$ cat src/rtl/shamh_pkg.sv
// ----------------------------------------------------------------------------
// shamh_pkg
// Shared types and constants for the SHA-256 message hasher: controller
// states, command and status bundles, round constants and initial hash.
// ----------------------------------------------------------------------------
package shamh_pkg;

  localparam int unsigned ROUNDS       = 64;
  localparam int unsigned DIGEST_WORDS = 8;
  localparam int unsigned BLK_WORDS    = 16;
  localparam int unsigned RND_W        = $clog2(ROUNDS);
  localparam int unsigned IDX_W        = $clog2(DIGEST_WORDS);
  localparam int unsigned WC_W         = $clog2(BLK_WORDS) + 1;

  localparam logic [RND_W-1:0] LAST_ROUND = RND_W'(ROUNDS - 1);
  localparam logic [IDX_W-1:0] LAST_IDX   = IDX_W'(DIGEST_WORDS - 1);
  // word slot where the 64-bit length starts
  localparam logic [WC_W-1:0]  LEN_SLOT   = WC_W'(BLK_WORDS - 2);
  localparam logic [WC_W-1:0]  LAST_SLOT  = WC_W'(BLK_WORDS - 1);
  localparam logic [WC_W-1:0]  FULL_SLOT  = WC_W'(BLK_WORDS);

  localparam logic [31:0] PAD_MARK = 32'h8000_0000;

  typedef enum logic [3:0] {
    ST_IDLE,
    ST_PAD80,
    ST_PADZ,
    ST_LENHI,
    ST_LENLO,
    ST_LOADV,
    ST_ROUND,
    ST_FOLD,
    ST_OUT
  } shamh_state_t;

  typedef struct packed {
    logic             load_word;
    logic             push_pad;
    logic             push_zero;
    logic             push_len_hi;
    logic             push_len_lo;
    logic             load_vars;
    logic             round_en;
    logic             fold;
    logic             clear;
    logic [RND_W-1:0] rnd;
    logic [IDX_W-1:0] out_idx;
  } shamh_cmd_t;

  typedef struct packed {
    logic wc14;       // 14 words held: length goes next
    logic wc15;       // one push completes the block
    logic word_done;  // incoming item completes a buffer word
  } shamh_sts_t;

  localparam logic [31:0] K_ROUND [ROUNDS] = '{
    32'h428a2f98, 32'h71374491, 32'hb5c0fbcf, 32'he9b5dba5,
    32'h3956c25b, 32'h59f111f1, 32'h923f82a4, 32'hab1c5ed5,
    32'hd807aa98, 32'h12835b01, 32'h243185be, 32'h550c7dc3,
    32'h72be5d74, 32'h80deb1fe, 32'h9bdc06a7, 32'hc19bf174,
    32'he49b69c1, 32'hefbe4786, 32'h0fc19dc6, 32'h240ca1cc,
    32'h2de92c6f, 32'h4a7484aa, 32'h5cb0a9dc, 32'h76f988da,
    32'h983e5152, 32'ha831c66d, 32'hb00327c8, 32'hbf597fc7,
    32'hc6e00bf3, 32'hd5a79147, 32'h06ca6351, 32'h14292967,
    32'h27b70a85, 32'h2e1b2138, 32'h4d2c6dfc, 32'h53380d13,
    32'h650a7354, 32'h766a0abb, 32'h81c2c92e, 32'h92722c85,
    32'ha2bfe8a1, 32'ha81a664b, 32'hc24b8b70, 32'hc76c51a3,
    32'hd192e819, 32'hd6990624, 32'hf40e3585, 32'h106aa070,
    32'h19a4c116, 32'h1e376c08, 32'h2748774c, 32'h34b0bcb5,
    32'h391c0cb3, 32'h4ed8aa4a, 32'h5b9cca4f, 32'h682e6ff3,
    32'h748f82ee, 32'h78a5636f, 32'h84c87814, 32'h8cc70208,
    32'h90befffa, 32'ha4506ceb, 32'hbef9a3f7, 32'hc67178f2
  };

  localparam logic [31:0] H_INIT [DIGEST_WORDS] = '{
    32'h6a09e667, 32'hbb67ae85, 32'h3c6ef372, 32'ha54ff53a,
    32'h510e527f, 32'h9b05688c, 32'h1f83d9ab, 32'h5be0cd19
  };

endpackage

$ cat src/rtl/shamh_ctrl.sv
// ----------------------------------------------------------------------------
// shamh_ctrl
// Sequencer for the hasher: takes items, drives padding pushes, runs the
// 64 compression rounds and hands out the eight digest words.
// ----------------------------------------------------------------------------
module shamh_ctrl (
  input  logic                   clk,
  input  logic                   rst_n,
  input  logic                   in_valid,
  output logic                   in_ready,
  input  logic                   in_last_word,
  output logic                   out_valid,
  input  logic                   out_ready,
  input  shamh_pkg::shamh_sts_t  sts,
  output shamh_pkg::shamh_cmd_t  cmd
);

  shamh_pkg::shamh_state_t           state_r, state_nxt;
  shamh_pkg::shamh_state_t           ret_r, ret_nxt;
  logic [shamh_pkg::RND_W-1:0]       rnd_r, rnd_nxt;
  logic [shamh_pkg::IDX_W-1:0]       idx_r, idx_nxt;

  always_ff @(posedge clk) begin
    if (!rst_n) begin
      state_r <= shamh_pkg::ST_IDLE;
      ret_r   <= shamh_pkg::ST_IDLE;
      rnd_r   <= '0;
      idx_r   <= '0;
    end else begin
      state_r <= state_nxt;
      ret_r   <= ret_nxt;
      rnd_r   <= rnd_nxt;
      idx_r   <= idx_nxt;
    end
  end

  always_comb begin
    state_nxt   = state_r;
    ret_nxt     = ret_r;
    rnd_nxt     = rnd_r;
    idx_nxt     = idx_r;
    in_ready    = 1'b0;
    out_valid   = 1'b0;
    cmd         = '0;
    cmd.rnd     = rnd_r;
    cmd.out_idx = idx_r;
    unique case (state_r)
      shamh_pkg::ST_IDLE: begin
        in_ready = 1'b1;
        if (in_valid) begin
          cmd.load_word = 1'b1;
          if (sts.word_done && sts.wc15) begin
            state_nxt = shamh_pkg::ST_LOADV;
            ret_nxt   = in_last_word ? shamh_pkg::ST_PAD80 : shamh_pkg::ST_IDLE;
          end else if (in_last_word) begin
            state_nxt = shamh_pkg::ST_PAD80;
          end
        end
      end
      shamh_pkg::ST_PAD80: begin
        cmd.push_pad = 1'b1;
        state_nxt    = sts.wc15 ? shamh_pkg::ST_LOADV : shamh_pkg::ST_PADZ;
        ret_nxt      = shamh_pkg::ST_PADZ;
      end
      shamh_pkg::ST_PADZ: begin
        if (sts.wc14) begin
          state_nxt = shamh_pkg::ST_LENHI;
        end else begin
          cmd.push_zero = 1'b1;
          ret_nxt       = shamh_pkg::ST_PADZ;
          if (sts.wc15) begin
            state_nxt = shamh_pkg::ST_LOADV;
          end
        end
      end
      shamh_pkg::ST_LENHI: begin
        cmd.push_len_hi = 1'b1;
        state_nxt       = shamh_pkg::ST_LENLO;
      end
      shamh_pkg::ST_LENLO: begin
        cmd.push_len_lo = 1'b1;
        state_nxt       = shamh_pkg::ST_LOADV;
        ret_nxt         = shamh_pkg::ST_OUT;
      end
      shamh_pkg::ST_LOADV: begin
        cmd.load_vars = 1'b1;
        rnd_nxt       = '0;
        state_nxt     = shamh_pkg::ST_ROUND;
      end
      shamh_pkg::ST_ROUND: begin
        cmd.round_en = 1'b1;
        rnd_nxt      = rnd_r + 1'b1;
        if (rnd_r == shamh_pkg::LAST_ROUND) begin
          state_nxt = shamh_pkg::ST_FOLD;
        end
      end
      shamh_pkg::ST_FOLD: begin
        cmd.fold  = 1'b1;
        idx_nxt   = '0;
        state_nxt = ret_r;
      end
      shamh_pkg::ST_OUT: begin
        out_valid = 1'b1;
        if (out_ready) begin
          idx_nxt = idx_r + 1'b1;
          if (idx_r == shamh_pkg::LAST_IDX) begin
            cmd.clear = 1'b1;
            state_nxt = shamh_pkg::ST_IDLE;
          end
        end
      end
      default: begin
        state_nxt = shamh_pkg::ST_IDLE;
      end
    endcase
  end

  a_round_end: assert property (@(posedge clk) disable iff (!rst_n)
    state_r == shamh_pkg::ST_ROUND && rnd_r == shamh_pkg::LAST_ROUND
    |=> state_r == shamh_pkg::ST_FOLD)
    else $error("round count did not end in fold");

  a_digest_start: assert property (@(posedge clk) disable iff (!rst_n)
    state_r == shamh_pkg::ST_FOLD && ret_r == shamh_pkg::ST_OUT
    |=> state_r == shamh_pkg::ST_OUT && idx_r == '0)
    else $error("digest did not start at word 0");

  a_digest_end: assert property (@(posedge clk) disable iff (!rst_n)
    state_r == shamh_pkg::ST_OUT && out_ready && idx_r == shamh_pkg::LAST_IDX
    |=> state_r == shamh_pkg::ST_IDLE)
    else $error("no return to idle after last digest word");

endmodule

$ cat src/rtl/shamh_datapath.sv
// ----------------------------------------------------------------------------
// shamh_datapath
// Byte packer, 16-word message schedule shift line, round unit and hash
// state. Acts on commands from the controller.
// ----------------------------------------------------------------------------
module shamh_datapath (
  input  logic                   clk,
  input  logic                   rst_n,
  input  logic [31:0]            in_data_word,
  input  logic [2:0]             in_byte_count,
  input  shamh_pkg::shamh_cmd_t  cmd,
  output shamh_pkg::shamh_sts_t  sts,
  output logic [31:0]            out_digest_word
);

  logic [31:0]                 w_r   [shamh_pkg::BLK_WORDS];
  logic [31:0]                 v_r   [shamh_pkg::DIGEST_WORDS];
  logic [31:0]                 h_r   [shamh_pkg::DIGEST_WORDS];
  logic [31:0]                 acc_r;
  logic [1:0]                  acc_n_r;
  logic [shamh_pkg::WC_W-1:0]  wc_r;
  logic [31:0]                 total_r;

  logic [2:0]  n_clamp;
  logic [2:0]  n_sum;
  logic [31:0] byte_mask;
  logic [63:0] packed_w;
  logic        push_en;
  logic [31:0] push_word;
  logic [31:0] t1, t2, w_new;

  function automatic logic [31:0] bsig0(input logic [31:0] x);
    return {x[1:0], x[31:2]} ^ {x[12:0], x[31:13]} ^ {x[21:0], x[31:22]};
  endfunction

  function automatic logic [31:0] bsig1(input logic [31:0] x);
    return {x[5:0], x[31:6]} ^ {x[10:0], x[31:11]} ^ {x[24:0], x[31:25]};
  endfunction

  function automatic logic [31:0] ssig0(input logic [31:0] x);
    return {x[6:0], x[31:7]} ^ {x[17:0], x[31:18]} ^ {3'b000, x[31:3]};
  endfunction

  function automatic logic [31:0] ssig1(input logic [31:0] x);
    return {x[16:0], x[31:17]} ^ {x[18:0], x[31:19]} ^ {10'b0, x[31:10]};
  endfunction

  // byte packing: held bytes first, then the new item's valid bytes
  always_comb begin
    n_clamp = (in_byte_count > 3'd4) ? 3'd4 : in_byte_count;
    n_sum   = {1'b0, acc_n_r} + n_clamp;
    case (n_clamp)
      3'd0:    byte_mask = 32'h0000_0000;
      3'd1:    byte_mask = 32'hff00_0000;
      3'd2:    byte_mask = 32'hffff_0000;
      3'd3:    byte_mask = 32'hffff_ff00;
      default: byte_mask = 32'hffff_ffff;
    endcase
    packed_w = {acc_r, 32'h0} | ({in_data_word & byte_mask, 32'h0} >> {acc_n_r, 3'b000});
  end

  always_comb begin
    push_en   = 1'b1;
    push_word = 32'h0;
    if (cmd.load_word) begin
      push_en   = n_sum[2];
      push_word = packed_w[63:32];
    end else if (cmd.push_pad) begin
      push_word = acc_r | (shamh_pkg::PAD_MARK >> {acc_n_r, 3'b000});
    end else if (cmd.push_len_hi) begin
      push_word = {29'b0, total_r[31:29]};
    end else if (cmd.push_len_lo) begin
      push_word = {total_r[28:0], 3'b000};
    end else begin
      push_en = cmd.push_zero;
    end
  end

  assign sts.word_done = n_sum[2];
  assign sts.wc14      = (wc_r == shamh_pkg::LEN_SLOT);
  assign sts.wc15      = (wc_r == shamh_pkg::LAST_SLOT);

  // one round; w_r[0] holds W[t]
  always_comb begin
    t1 = v_r[7] + bsig1(v_r[4]) + ((v_r[4] & v_r[5]) ^ (~v_r[4] & v_r[6]))
       + shamh_pkg::K_ROUND[cmd.rnd] + w_r[0];
    t2 = bsig0(v_r[0]) + ((v_r[0] & v_r[1]) ^ (v_r[0] & v_r[2]) ^ (v_r[1] & v_r[2]));
    w_new = ssig1(w_r[14]) + w_r[9] + ssig0(w_r[1]) + w_r[0];
  end

  always_ff @(posedge clk) begin
    if (push_en || cmd.round_en) begin
      for (int i = 0; i < shamh_pkg::BLK_WORDS - 1; i++) begin
        w_r[i] <= w_r[i+1];
      end
      w_r[shamh_pkg::BLK_WORDS-1] <= cmd.round_en ? w_new : push_word;
    end
    if (cmd.load_vars) begin
      for (int i = 0; i < shamh_pkg::DIGEST_WORDS; i++) begin
        v_r[i] <= h_r[i];
      end
    end else if (cmd.round_en) begin
      v_r[7] <= v_r[6];
      v_r[6] <= v_r[5];
      v_r[5] <= v_r[4];
      v_r[4] <= v_r[3] + t1;
      v_r[3] <= v_r[2];
      v_r[2] <= v_r[1];
      v_r[1] <= v_r[0];
      v_r[0] <= t1 + t2;
    end
  end

  always_ff @(posedge clk) begin
    if (!rst_n || cmd.clear) begin
      for (int i = 0; i < shamh_pkg::DIGEST_WORDS; i++) begin
        h_r[i] <= shamh_pkg::H_INIT[i];
      end
      acc_r   <= '0;
      acc_n_r <= '0;
      wc_r    <= '0;
      total_r <= '0;
    end else begin
      if (cmd.fold) begin
        for (int i = 0; i < shamh_pkg::DIGEST_WORDS; i++) begin
          h_r[i] <= h_r[i] + v_r[i];
        end
        wc_r <= '0;
      end else if (push_en) begin
        wc_r <= wc_r + 1'b1;
      end
      if (cmd.load_word) begin
        total_r <= total_r + 32'(n_clamp);
        if (n_sum[2]) begin
          acc_r   <= packed_w[31:0];
          acc_n_r <= n_sum[1:0];
        end else begin
          acc_r   <= packed_w[63:32];
          acc_n_r <= n_sum[1:0];
        end
      end else if (cmd.push_pad) begin
        acc_r   <= '0;
        acc_n_r <= '0;
      end
    end
  end

  assign out_digest_word = h_r[cmd.out_idx];

  a_wc_range: assert property (@(posedge clk) disable iff (!rst_n)
    wc_r <= shamh_pkg::FULL_SLOT)
    else $error("buffer word count beyond one block");

  a_full_on_load: assert property (@(posedge clk) disable iff (!rst_n)
    cmd.load_vars |-> wc_r == shamh_pkg::FULL_SLOT)
    else $error("compression started on a partial block");

  a_acc_clean: assert property (@(posedge clk) disable iff (!rst_n)
    acc_n_r == 2'd0 |-> acc_r == 32'h0)
    else $error("stale bytes in empty pack register");

endmodule

$ cat src/rtl/sha256_message_hasher.sv
// ----------------------------------------------------------------------------
// sha256_message_hasher
// SHA-256 over a stream of big-endian words; gives the digest as eight items.
// ----------------------------------------------------------------------------
// Flow: a data item is taken while idle. Every 16th buffer word starts a
// compression (load, 64 rounds through the single round unit at one per
// cycle, fold into the hash), during which no item is taken. On the last
// item the block pushes the pad byte, zero words and the 64-bit length one
// word per cycle between compressions, with an idle step before the length,
// runs one or two compressions, then offers the eight digest words, one per
// cycle as they are taken; input waits until the eighth is taken, after
// which the hash returns to its initial value.
module sha256_message_hasher (
  input  logic        clk,
  input  logic        rst_n,
  input  logic        in_valid,
  output logic        in_ready,
  input  logic [31:0] in_data_word,
  input  logic [2:0]  in_byte_count,
  input  logic        in_last_word,
  output logic        out_valid,
  input  logic        out_ready,
  output logic [31:0] out_digest_word,
  output logic [2:0]  out_word_index,
  output logic        out_digest_last
);

  shamh_pkg::shamh_cmd_t cmd;
  shamh_pkg::shamh_sts_t sts;

  shamh_ctrl u_ctrl (
    .clk          (clk),
    .rst_n        (rst_n),
    .in_valid     (in_valid),
    .in_ready     (in_ready),
    .in_last_word (in_last_word),
    .out_valid    (out_valid),
    .out_ready    (out_ready),
    .sts          (sts),
    .cmd          (cmd)
  );

  shamh_datapath u_datapath (
    .clk             (clk),
    .rst_n           (rst_n),
    .in_data_word    (in_data_word),
    .in_byte_count   (in_byte_count),
    .cmd             (cmd),
    .sts             (sts),
    .out_digest_word (out_digest_word)
  );

  assign out_word_index  = cmd.out_idx;
  assign out_digest_last = (cmd.out_idx == shamh_pkg::LAST_IDX);

endmodule
$ cat config.mk
export PLATFORM = sky130hd
export DESIGN_NAME = sha256_message_hasher
export DESIGN_NICKNAME = d
export VERILOG_FILES = /design/src/rtl/shamh_pkg.sv /design/src/rtl/shamh_ctrl.sv /design/src/rtl/shamh_datapath.sv /design/src/rtl/sha256_message_hasher.sv
export SDC_FILE = /design/constraint.sdc
export NUM_CORES = 2
export LEC_CHECK = 0
export BUFFER_PORTS_ARGS = -buffer_cell sky130_fd_sc_hd__buf_2
export CORE_MARGIN = 1.5
export CORE_UTILIZATION = 40
export CTS_CLUSTER_DIAMETER = 30
export DETAILED_ROUTE_END_ITERATION = 6
export PLACE_DENSITY = 0.57
export SYNTH_ARGS = -nofsm -noshare
export SYNTH_HDL_FRONTEND = slang
export SYNTH_SLANG_ARGS = --single-unit
$ cat constraint.sdc
create_clock -name clk -period 8.95 [get_ports clk]
set_input_delay 0 -clock clk [delete_from_list [all_inputs] [get_ports clk]]
set_output_delay 0 -clock clk [all_outputs]
set_load 0.1 [all_outputs]
---- Word level (Yosys, flattened, before mapping) ----
Memories as Yosys holds them, arrays and structs flattened. A register that Yosys moved wholly into a read port is not among the register bits.
Cells that the tools add are included.
storage, ports and cells
  bits in read-only memories .............. 2,048
  output and inout bits ................... 38
  memories ................................ 4
  RAM bits ................................ 1,024
  flip-flop bits (word level) ............. 88
  bits of input ports ..................... 40
memory list
  name             depth  width  rd ports  clocked after memory_dff  write ports  line                  text
  (no name shown)  64     32     1         0                         0            shamh_datapath.sv:86  + shamh_pkg::K_ROUND[cmd.rnd] + w_r[0];
  u_datapath.w_r   16     32     16        0                         16           shamh_datapath.sv:16  logic [31:0] w_r [shamh_pkg::BLK_WORDS];
  u_datapath.h_r   8      32     9         1                         8            shamh_datapath.sv:18  logic [31:0] h_r [shamh_pkg::DIGEST_WORDS];
  u_datapath.v_r   8      32     8         0                         8            shamh_datapath.sv:17  logic [31:0] v_r [shamh_pkg::DIGEST_WORDS];
operators by class
  add/subtract/negate cells ............... 23
  magnitude comparators ................... 2
  multiplexer cells ....................... 81
  shift operators ......................... 2
  equal/unequal tests ..................... 23
  bitwise logic cells ..................... 37
  reduce and logical (&&, ||, !) cells .... 14
operators by type and width
  cell                                                number
  2-to-1 mux 32 bit                                   26
  adder 32 bit                                        18
  bitwise XOR 32 bit                                  9
  AND 32 bit                                          6
  case mux 32 bit (4 select lines)                    1
  bitwise OR 64 bit                                   1
  right shift 64 x 5 -> 64 bit                        1
  2-to-1 mux 4 bit                                    11
  case mux 4 bit (9 select lines)                     1
  adder 32 x 3 -> 32 bit                              1
  2-to-1 mux 1 bit                                    32
  inverter 32 bit                                     1
  bitwise OR 32 bit                                   1
  right shift 32 x 5 -> 32 bit, first input constant  1
  bitwise XOR 32 x 22 -> 32 bit                       1
  bitwise XOR 32 x 29 -> 32 bit                       1
  == test 4 x 3 -> 1 bit, second input constant       4
  bitwise OR 1 bit                                    16
  case mux 4 bit (4 select lines)                     1
  2-to-1 mux 3 bit                                    5
  case mux 6 bit (2 select lines)                     1
  == test 5 x 4 -> 1 bit, second input constant       2
  == test 4 x 2 -> 1 bit, second input constant       2
  inequality test 2 bit, second input constant        4
  other kinds (28)                                    35

---- Depth between registers and ports, before layout ----
  word-level depth ........................ 10
  mapped depth ............................ 40

---- Hierarchy ----
From an unflattened synthesis, not the netlist that was laid out.
unflattened totals
  cell total of the unflattened synthesis .. 6,579
  area total of the unflattened synthesis .. 69,853.2 um2
modules (own cells, without submodules)
  module                 times used  sequential area each (um2)  area an instance (um2)  cells an instance
  shamh_datapath         1           32,170.9                    68,828.5                6,454
  shamh_ctrl             1           320.3                       1,018.5                 124
  sha256_message_hasher  1           0.0                         6.3                     1

---- Least setup slack after synthesis ----
Ideal clock, no wire load.
  kind .................................... reg-to-reg
  start ................................... register u_ctrl.state_r[0]
  end ..................................... memory u_datapath.w_r[0][0], enable pin
  cell stages (with the launch flop) ...... 8
  slack ................................... -0.199 ns
  buffers on the path ..................... 1
  setup time .............................. 0.667 ns
  data arrival time ....................... 8.482 ns
  clock period less this slack ............ 9.149 ns
  required time ........................... 8.283 ns
  path through ............................ dfxtp_1 or2_2 clkbuf_1 nor3_1 nand2_1 nor2_1 a2111oi_2 or2_2
RTL lines
  item                      line                  text
  start: declaration        shamh_ctrl.sv:18      shamh_pkg::shamh_state_t state_r, state_nxt;
  start signal: assignment  shamh_ctrl.sv:25      state_r <= shamh_pkg::ST_IDLE;
  start signal: assignment  shamh_ctrl.sv:30      state_r <= state_nxt;
  end: declaration          shamh_datapath.sv:16

==> impl_metrics.py <==
metrics = {
    "outcome": {
        "run_status": "complete, but fails checks",
        "failing_checks": "design-rule violations",
    },
    "clock_network": {
        "clock_tree.buffer_depth": 4,
        "clock_tree_from_tritoncts": "built",
        "clockRootBuffer": "sky130_fd_sc_hd__clkbuf_16",
        "clk_latency_ns": 0.93,
        "clk_pin_slew_ns": 0.05,
        "cts_max_level": 5,
        "numCtsBuffers": 300,
        "clk_sinks": 1114,
    },
    "setup_path": {
        "crit_path_max_incr_delay_ns": 0.50,
        "crit-reg2reg-capture": "u_datapath.v_r[0][29]$_DFFE_PP_",
        "cp-startpoint": "u_ctrl.rnd_r[0]$_SDFFE_PN0P_",
        "timing.critical_path.slowest_stage_cell": "sky130_fd_sc_hd__fa_1",
        "critical_path_arrival_ns": 9.23,
        "worstPathRequired_ns": 9.54,
        "crit_path_max_fanout": 7,
        "worst_r2r_path_depth": 34,
        "worstSetupStartpointType": "register",
        "r2r-start": "u_ctrl.rnd_r[0]$_SDFFE_PN0P_",
        "timing.critical_path.to_type": "register",
        "reg2reg_slack_ns": 0.31,
        "crit_type": "reg2reg",
    },
    "final_layout": {
        "fill_cells": 15800,
        "mostFrequentLayoutCell": "sky130_fd_sc_hd__edfxtp_1",
        "area_growth_from_synthesis_to_final_layout_pct": 19.67,
        "final-instance-count-excl-fill": 9352,
        "drive_gt1_frac": 0.1240,
        "finalCoreUtilization": 0.4815,
        "nets": 7446,
        "mostFrequentLayoutCells": "sky130_fd_sc_hd__edfxtp_1 (1024), sky130_fd_sc_hd__nand2_1 (993), sky130_fd_sc_hd__a21oi_1 (450)",
    },
    "global_routing": {
        "remaining_global_route_overflow": 0,
        "grt_pass1_vias": 51420,
        "number_of_antenna_violations_at_the_first_check_in_global_routing": 6,
        "groute.usage.overall": 0.2545,
        "grt_pass1_wl_um": 337900,
        "grt_start_max_net_pins": 188,
    },
    "floorplanning": {
        "std_cell_rows": 153,
        "ioPinCount": 78,
        "design.die.area_um2": 177200,
        "initial_core_util": 0.4024,
        "core_region_area_um2": 173600,
        "die_height_um": 420.9,
        "chipWidth_um": 420.9,
    },
    "place": {
        "hpwlAfterDp_um": 168000,
        "port_buffers": 77,
        "dp.cells": 8750,
        "routabilityCongestion": 0.9479,
    },
    "drt": {
        "detailedRoute.firstPassIterationCount": 7,
        "vias": 53390,
        "drt-vias-per-instance": 5.709,
        "drt_first_iter_violations": 5629,
        "routed_wirelength_um": 230100,
        "drt_drc_violations_left": 10,
        "routedWlPerCell_um": 24.61,
        "ant_nets": 0,
    },
    "min_path": {
        "hold_path_startpoint": "rst_n",
        "hold-path-cell-count": 4,
        "whs_endpoint": "u_ctrl.rnd_r[5]$_SDFFE_PN0P_",
        "worst_hold_path_type": "in2reg",
    },
    "power_and_ir_drop": {
        "total_leakage_power_nw": 32.84,
        "power.share.switching": 0.3665,
        "power.sequential.fraction": 0.251,
        "finalPower_w": 0.02827,
        "internal_power_w": 0.01791,
        "p_clk_frac": 0.360,
        "irDropWorstVdd_mv": 0.2892,
        "net-switching-power_w": 0.01036,
        "power_per_standard_cell_area_nw_per_um2": 338.1,
        "combPwrFrac": 0.390,
    },
    "timing": {
        "fmax_mhz": 115.7,
        "max-slew-margin-rel": 0.08267,
        "timing.final.setup_violations": 0,
        "rsz0062_at_grt": "false",
        "number_of_pins_exceeding_their_max_slew_limit_in_the_final_report": 0,
        "setup_total_negative_slack_ns": 0,
        "fin_hold_viols": 0,
        "timing.clock.skew_ns": 0.1039,
        "worstMarginPinSlew_ns": 1.365,
        "post-route-period-util": 0.9656,
        "final.min_clock_period_ns": 8.642,
    },
    "synth": {
        "synth_async_sr_flop_share": 0,
        "synth-seq-cells": 1114,
        "synth_area_um2": 69870,
        "synth_cells": 6521,
        "yosys.cell_types.count": 102,
        "synth-main-ff-cell": "sky130_fd_sc_hd__edfxtp_1",
        "synth.yosys.warnings": 0,
        "synth_enable_flop_cells": 1024,
        "synthesis.nets": 7158,
        "synthesized_area_per_cell_um2": 10.71,
        "yosysSeqAreaShare": 0.4659,
    },
    "flow_run": {
        "maxCapViolations": 0,
    },
}
synth_stat cells (all sizes together), types with 17 or more instances:
| cell type | number | share of area |
|---|---|---|
| mux2i | 33 | 0.0047 |
| nor2b | 63 | 0.0058 |
| mux2 | 42 | 0.0068 |
| a311oi | 17 | 0.0023 |
| mux4 | 75 | 0.024 |
| nor2 | 431 | 0.023 |
| fa | 197 | 0.056 |
| or3 | 36 | 0.0034 |
| maj3 | 27 | 0.0039 |
| o21ai | 359 | 0.026 |
| or2 | 34 | 0.0030 |
| a211oi | 54 | 0.0062 |
| a221oi | 28 | 0.0038 |
| and3 | 43 | 0.0039 |
| buf | 38 | 0.0022 |
| nand4 | 34 | 0.0030 |
| dfxtp | 90 | 0.026 |
| a21o | 176 | 0.019 |
| a21oi | 455 | 0.033 |
| inv | 285 | 0.015 |
| nor3 | 100 | 0.0072 |
| o21a | 70 | 0.0075 |
| o211ai | 26 | 0.0028 |
| o31ai | 27 | 0.0030 |
| clkbuf | 256 | 0.014 |
| xor2 | 196 | 0.025 |
| and2 | 25 | 0.0022 |
| o21bai | 45 | 0.0049 |
| ha | 400 | 0.072 |
| o22ai | 17 | 0.0015 |
| edfxtp | 1024 | 0.44 |
| nand2 | 997 | 0.054 |
| xnor2 | 377 | 0.047 |
| nand2b | 75 | 0.0067 |
| nand3 | 79 | 0.0057 |
| a31oi | 66 | 0.0061 |
worst max-delay path by stage:
stage / end / slack, ns / cells after the start
floorplan: u_datapath.h_r[0][0]$_SDFFCE_PN1P_ / 0.12 / 5
global placement: u_datapath.v_r[0][31]$_DFFE_PP_ / 0.27 / 35
detailed placement: u_datapath.v_r[0][31]$_DFFE_PP_ / 0.16 / 35
CTS: u_datapath.v_r[0][31]$_DFFE_PP_ / 0.14 / 35
global route: u_datapath.v_r[0][31]$_DFFE_PP_ / 0.01 / 34
finish: u_datapath.v_r[0][29]$_DFFE_PP_ / 0.31 / 34
critical path, delay by kind of cell, from the launching register on:
kind            cells  cell delay, ns
compound gates     14            3.38
xor+xnor            2            0.36
fa+ha+maj           7            2.95
buf+inv             5            0.44
flops               1            0.30
simple gates        6            0.92
through the flow:
step	hold WS, ns	setup slack (ns)	area (um2)
2_1_floorplan	0.1384	0.1250	69870
3_3_place_gp	0.3930	0.2667	73150
3_5_place_dp	0.3975	0.1630	73150
4_1_cts	0.02705	0.1399	83500
5_1_grt	0.08152	0.01011	83600
6_report	0.06850	0.3081	83610
what timing repair did:
item | CTS | global route
hold buffers | 82 | 0
setup endpoints to repair | 0 | 16
hold endpoints to repair | 107 | 0
buffers inserted | 0 | 0
resized for setup | 0 | 22
power by group through the flow:
stage | clock, W | sequential [W] | combinational, W
after floorplan | 0 | 0.00692 | 0.00767
after global placement | 0 | 0.00714 | 0.0105
after CTS | 0.0103 | 0.00709 | 0.0108
final | 0.0102 | 0.00709 | 0.0110
after global routing | 0.0106 | 0.00714 | 0.0120
after detailed placement | 0 | 0.00716 | 0.0106
kinds of logic (layout without fill, tap and decap cells):
family,Yosys count,count (layout),share of synthesized area
mux,150,150,0.03567
xor+xnor,573,573,0.07183
flops,1114,1114,0.4659
compound gates,1513,1513,0.1402
fa+ha+maj,624,624,0.1319
simple gates,1965,1965,0.1230
buf+inv,582,1085,0.03146
other cells,0,3,0
per-layer routing:
| metal | part of all wire | wire (um) | global-route usage |
|---|---|---|---|
| met5 | 0 | 0 | 0 |
| met1 | 0.44 | 101300 | 0.3573 |
| met4 | 0.041 | 9527 | 0.1039 |
| met3 | 0.076 | 17490 | 0.04921 |
| met2 | 0.44 | 101800 | 0.3849 |
state kept, by name, summed over array words and instances (netlist names), named ones only:
signal	count
u_ctrl.idx_r	3
u_ctrl.state_r	4
u_ctrl.ret_r	3
u_datapath.acc_r	32
u_ctrl.rnd_r	6
u_datapath.acc_n_r	2
u_datapath.wc_r	5
u_datapath.w_r	512
u_datapath.v_r	256
u_datapath.total_r	32
u_datapath.h_r	256
area by class of cell:
type / count / area, um2 / share of cell area
clock buffers: 353 / 7885 / 0.09431
inverters: 288 / 1089 / 0.01302
diodes: 3 / 7.507 / 0.00008979
flip-flops and latches: 1114 / 32570 / 0.3895
repair buffers: 280 / 2218 / 0.02653
multi-input cells: 4825 / 35280 / 0.4220
well taps: 2325 / 2909 / 0.03479
clock inverters: 164 / 1649 / 0.01972
(Power assumes the default switching activity.)
